[src/fpr_pkg.sv]
`default_nettype none
// ---------------------------------------------------------------------------
// fpr_pkg: shared types and constants for the fifo page replacement core
// Holds widths, register indexes, status codes and the scan beat struct.
// ---------------------------------------------------------------------------
package fpr_pkg;

    localparam int PAGES_DEF = 256;
    localparam int CNT_W     = 9;
    localparam int STAMP_W   = 32;
    localparam int CFG_W     = 9;
    localparam int CFG_IDX_W = 1;
    localparam int PAGE_W    = 8;

    localparam logic [STAMP_W-1:0] RENORM_AT  = 32'hEE00_0000;
    localparam logic [STAMP_W-1:0] RENORM_SUB = 32'hE000_0000;

    localparam logic [CFG_W-1:0] PAGES_IN_USE_RST  = 9'd256;
    localparam logic [CFG_W-1:0] MAX_COMMITTED_RST = 9'd16;

    typedef enum logic [CFG_IDX_W-1:0] {
        CFG_PAGES_IN_USE  = 1'b0,
        CFG_MAX_COMMITTED = 1'b1
    } t_cfg_idx;

    typedef enum logic {
        OP_COMMIT   = 1'b0,
        OP_DECOMMIT = 1'b1
    } t_op;

    typedef enum logic [1:0] {
        ST_DONE        = 2'd0,
        ST_RANGE       = 2'd1,
        ST_WRONG_STATE = 2'd2,
        ST_NO_VICTIM   = 2'd3
    } t_status;

    typedef enum logic [3:0] {
        S_CLEAR,
        S_IDLE,
        S_CHECK,
        S_SCAN,
        S_EVICT,
        S_LOAD,
        S_RENORM,
        S_RESULT
    } t_state;

    // one entry read back during the victim scan
    typedef struct packed {
        logic clear;
        logic beat;
        logic cand;
    } t_scan_beat;

endpackage
`default_nettype wire

[src/fpr_victim.sv]
`default_nettype none
// ---------------------------------------------------------------------------
// fpr_victim: oldest-stamp tracker for the victim scan
// Takes one page entry per beat in ascending index order and keeps the
// candidate with the smallest stamp; ties keep the lower index.
// ---------------------------------------------------------------------------
module fpr_victim #(
    parameter int PAGES = fpr_pkg::PAGES_DEF
) (
    input  wire logic                             i_clk,
    input  wire logic                             i_rst_n,
    input  wire fpr_pkg::t_scan_beat              i_beat,
    input  wire logic [$clog2(PAGES)-1:0]         i_idx,
    input  wire logic [fpr_pkg::STAMP_W-1:0]      i_stamp,
    output logic                                  o_found,
    output logic [$clog2(PAGES)-1:0]              o_idx,
    output logic [fpr_pkg::STAMP_W-1:0]           o_stamp
);
    import fpr_pkg::*;

    localparam int ADDR_W = $clog2(PAGES);

    logic               r_found;
    logic [ADDR_W-1:0]  r_idx;
    logic [STAMP_W-1:0] r_stamp;
    logic               w_take;

    assign w_take = i_beat.beat && i_beat.cand && (!r_found || (i_stamp < r_stamp));

    always_ff @(posedge i_clk) begin
        if (!i_rst_n) begin
            r_found <= 1'b0;
        end else if (i_beat.clear) begin
            r_found <= 1'b0;
        end else if (w_take) begin
            r_found <= 1'b1;
        end
    end

    always_ff @(posedge i_clk) begin
        if (w_take) begin
            r_idx   <= i_idx;
            r_stamp <= i_stamp;
        end
    end

    assign o_found = r_found;
    assign o_idx   = r_idx;
    assign o_stamp = r_stamp;

endmodule
`default_nettype wire

[config.mk]
export PLATFORM = sky130hd
export DESIGN_NAME = fpr_victim
export DESIGN_NICKNAME = d
export VERILOG_FILES = /design/src/fpr_pkg.sv /design/src/fpr_victim.sv
export SDC_FILE = /design/constraint.sdc
export NUM_CORES = 1
export LEC_CHECK = 0
export CORE_ASPECT_RATIO = 0.8
export CORE_MARGIN = 2
export CORE_UTILIZATION = 33
export DETAILED_ROUTE_END_ITERATION = 10
export DONT_BUFFER_PORTS = 1
export GPL_TIMING_DRIVEN = 0
export PLACE_DENSITY = 0.55
export SETUP_SLACK_MARGIN = 0.15
export SLEW_MARGIN = 10
export SYNTH_ARGS = -nofsm -noshare
export SYNTH_HDL_FRONTEND = slang
export SYNTH_SLANG_ARGS = --single-unit
[constraint.sdc]
create_clock -name i_clk -period 4.85 [get_ports i_clk]
set_input_delay 1.2125 -clock i_clk [delete_from_list [all_inputs] [get_ports i_clk]]
set_output_delay 1.2125 -clock i_clk [all_outputs]
set_load 0.02 [all_outputs]
Word-level counts from Yosys, hierarchy flattened --
Index checks and enable logic that the tools add are counted.
Cells by class: add/sub/neg operators 0, multipliers 0, divide/modulo/power cells 0, order comparisons 1, equality and inequality tests 0, shifts and indexed selects 0, muxes and demuxes 0, bitwise gates (word level) 1, reductions and logical operators 5
Operator list (count):
- $lt A32 B32 Y1 | 1
- $logic_and A1 B1 Y1 | 2
- $reduce_or A2 Y1 | 1
- $logic_not A1 Y1 | 1
- $logic_or A1 B1 Y1 | 1
- $not A1 Y1 | 1
Word-level totals: bits in registers 41, latch bits 0, bits in writable memories 0, memory bits (read-only) 0, bits of input ports 45, output and inout bits 41, word-level logic and storage cells 10, memories 0

Logic depth before layout (Yosys ltp) --
depth after elaboration 3, depth in mapped cells 7, mapped depth without buffers 7

Least setup slack after synthesis --
Ideal clock, no wire load.
kind input port to flip-flop, start point input i_stamp[17] (netlist name), end point register r_idx[0], in the netlist o_idx[0], enable pin, data arrival time 4133 ps, setup slack 266 ps, stages on the path 6, path buffers 0, path through ha_1 > a21oi_1 > o21ai_0 > a221oi_1 > o221ai_2 > a21oi_1
Between the ends: longest elaborated chain between the ends 3
Ends and longest elaborated chain:
- start: declaration | RTL line fpr_victim.sv:14 | input wire logic [fpr_pkg::STAMP_W-1:0] i_stamp,
- $lt A32 B32 Y1 | RTL line fpr_victim.sv:28 | assign w_take = i_beat.beat && i_beat.cand && (!r_found || (i_stamp < r_stamp));
- $logic_or A1 B1 Y1 | RTL line fpr_victim.sv:28
- $logic_and A1 B1 Y1 | RTL line fpr_victim.sv:28
- named net w_take | RTL line fpr_victim.sv:26 | logic w_take;
- end signal: assignment | RTL line fpr_victim.sv:42 | r_idx <= i_idx;
- end: declaration | RTL line fpr_victim.sv:24 | logic [ADDR_W-1:0] r_idx;
The timed path passes the listed nets, and every way through them passes these cells. A chain may end at the register's enable or synchronous reset.

Worst setup path after layout --
start point input i_stamp[19] (netlist name), end point register r_stamp[1], in the netlist o_stamp[1], enable pin
Between the ends: longest elaborated chain between the ends 3
Ends and longest elaborated chain:
- $lt A32 B32 Y1 | RTL line fpr_victim.sv:28
- $logic_or A1 B1 Y1 | RTL line fpr_victim.sv:28
- $logic_and A1 B1 Y1 | RTL line fpr_victim.sv:28
- named net w_take | RTL line fpr_victim.sv:26
- end signal: assignment | RTL line fpr_victim.sv:43 | r_stamp <= i_stamp;
- end: declaration | RTL line fpr_victim.sv:25 | logic [STAMP_W-1:0] r_stamp;
The timed path passes the listed nets, and every way through them passes these cells.

==> impl_metrics.json <==
{
  "worstMarginPinSlew_ns": 0.762,
  "ys_ff_latch": 41,
  "peakVddDrop_mv": 0.129,
  "coreArea_um2": 5970,
  "drtIter0Drc": 14,
  "globalplace.congestion": 0.708,
  "end_kind": "flip-flop",
  "dr.pass1.iters": 3,
  "overflow": 0,
  "cp-start-kind": "input port",
  "diodes": 0,
  "vias": 1175,
  "cp.arrival_ns": 3.16,
  "leakage_nw": 0.958,
  "postCtsHoldBufs": 0,
  "yosysTopAreaCellShare": 0.585,
  "synth_edf_count": 40,
  "vias_per_cell": 4.80,
  "antenna_found_initial": 0,
  "netlist_instances": 155,
  "crit_fanout": 21,
  "pwr_density_cell_nw_per_um2": 311,
  "synth-adder-area-share": 0.189,
  "netlist_top_cells_count": "edfxtp_1 (40), inv_1 (32), ha_1 (31), a21oi_1 (13), nand2_1 (11)",
  "cp.required_ns": 4.85,
  "yosys.area_share.simple": 0.0634,
  "drc": 0,
  "drive_above_1_share": 0.0732,
  "wire_per_inst_um": 15.7,
  "status": "finished clean",
  "rows": 25,
  "globalRouteTotalUtil": 0.112,
  "synth_xor_area_frac": 0,
  "fin_crit_ns": 3.17,
  "final_area_um2": 2270,
  "grt_pass1_wl_mm": 5.89,
  "portBuffers": 0,
  "synthMostInstantiatedCell": "edfxtp_1",
  "crit_family": "compound AO/OA/AOI/OAI gates",
  "ys_warn_count": 0,
  "hold_slack_ns": 0.623,
  "maxCapViolCount": 0,
  "die_w_um": 92.2,
  "synthTopCellsByArea": "edfxtp_1 (59%), ha_1 (19%), inv_1 (5.9%)",
  "reg2reg_depth": 8,
  "drv_slew": 0,
  "fmax_ghz": 0.316,
  "path_buf_inv": 1,
  "dp.final_hpwl_mm": 3.15,
  "cts.sinks": 41,
  "clock_skew_ns": 0.00394,
  "synth_largest_area_cell": "edfxtp_1",
  "finalWirelength_mm": 3.86,
  "yosysSeqAreaShare": 0.595,
  "syn-cell-area_um2": 2050,
  "clk_pin_slew_ns": 0.08,
  "finalSetupViolations": 0,
  "critPathMaxStageDelay_ns": 0.61,
  "htreeDepth": 2,
  "syn_nets": 231,
  "slowest_stage": "a21oi_4",
  "grt_pass1_vias": 1237,
  "ant_nets": 0,
  "fin_crit_sh": 0.653,
  "critical_path_class": "input port to flip-flop",
  "synth-compound-area-share": 0.0945,
  "cts.repair.resized": 0,
  "clock_latency_ns": 0.28,
  "synth_cell_types": 22,
  "synth_top_family_by_area": "adder cells",
  "post-cts-setup-buffer-count": 0,
  "synth_mux_area_frac": 0,
  "area_delta_synth_final_pct": 10.8,
  "root_buffer": "clkbuf_8",
  "hold_class": "flip-flop to flip-flop",
  "grt_max_degree": 22,
  "relSlewSlack": 0.491,
  "rsz0062_at_grt": "no",
  "dieHeight_um": 74.6,
  "synth-main-ff-cell": "edfxtp_1",
  "postSynthAreaPerCell_um2": 13.2,
  "dieArea_um2": 6870,
  "path_depth": 7,
  "async_flop_share": 0,
  "numCtsBuffers": 5,
  "holdPathStages": 2,
  "cts_tree": "built",
  "clk_path_buf_depth": 2,
  "post_dp_cell_area_um2": 2190,
  "final_hold_viol_count": 0,
  "final_nets": 239,
  "cp_cell_sequence": "ha_1 > a21oi_1 > o21ai_0 > a221oi_1 > o221ai_2 > a21oi_4 > buf_16",
  "io_pins": 86,
  "start_util": 0.344
}
==> cell usage in the layout (no fill, tap or decap), drive strengths merged, types with 3 or more instances in the layout <==
master   n
o21ai    3
edfxtp  40
inv     32
clkinv   3
a21o     3
nand2b   3
nand2   11
ha      31
clkbuf   5
nand3    3
a21oi   13
==> registers in the layout (all words and copies together), names as in the netlist <==
register  cells
o_idx         8
o_found       1
o_stamp      32
==> stage by stage <==
stage	utilization	total power (W)	instances	setup TNS, ns	setup WS, ns
4_1_cts	0.381	0.000721	245	0	1.62
3_3_place_gp	0.361	0.000502	236	-23.62	-0.593
5_1_grt	0.381	0.000747	245	0	1.45
6_report	0.381	0.000707	245	0	1.68
2_1_floorplan	-	0.000488	155	0	0.266
3_5_place_dp	0.367	0.000508	237	0	1.32
==> cell families after synthesis <==
logic type                 Yosys count
and+or+nand+nor                     24
buffers and inverters               32
AOI/OAI and AO/OA                   27
adders and majority gates           31
DFF                                 41
==> final timing paths <==
check,start,endpoint,slack (ns)
worst max-delay path,i_stamp[19],o_stamp[1],1.68
worst min register to register,o_found,o_found,0.62
worst min-delay path,o_found,o_found,0.62
worst max register to register,o_stamp[14],o_stamp[1],2.07
==> where the power goes <==
group | switching, W | internal (W) | total (W) | leakage, nW
Combinational | 0.0000351 | 0.0000280 | 0.0000631 | 0.532
Sequential | 0.0000268 | 0.000408 | 0.000435 | 0.383
Clock | 0.000112 | 0.0000969 | 0.000209 | 0.0430
==> area by class of cell <==
type,instances,area [µm²]
inverters,32,120
clock inverters,3,12.5
well taps,81,101
fillers,576,3700
repair buffers,1,27.5
multi-input cells,82,723
flip-flops and latches,41,1220
clock buffers,5,68.8
==> per-layer routing <==
layer  global-route usage  vias to the layer above  routed length (µm)
met5                    0                        -                   0
met4               0.0398                        0                  36
met3               0.0628                        5                 477
met2                0.189                       63                1840
met1                0.122                      534                1500
li1                     -                      573                   -
==> worst reg2reg max path, delay by kind of cell, from the launching register on <==
kind / cells / cell delay [ns]
AND/OR/NAND/NOR: 2 / 0.20
flip-flops: 1 / 0.46
adder cells (fa/ha/maj): 1 / 0.31
AO/OA/AOI/OAI: 3 / 1.18
buffers and inverters: 2 / 0.33
Power figures use the tool's default switching activity.
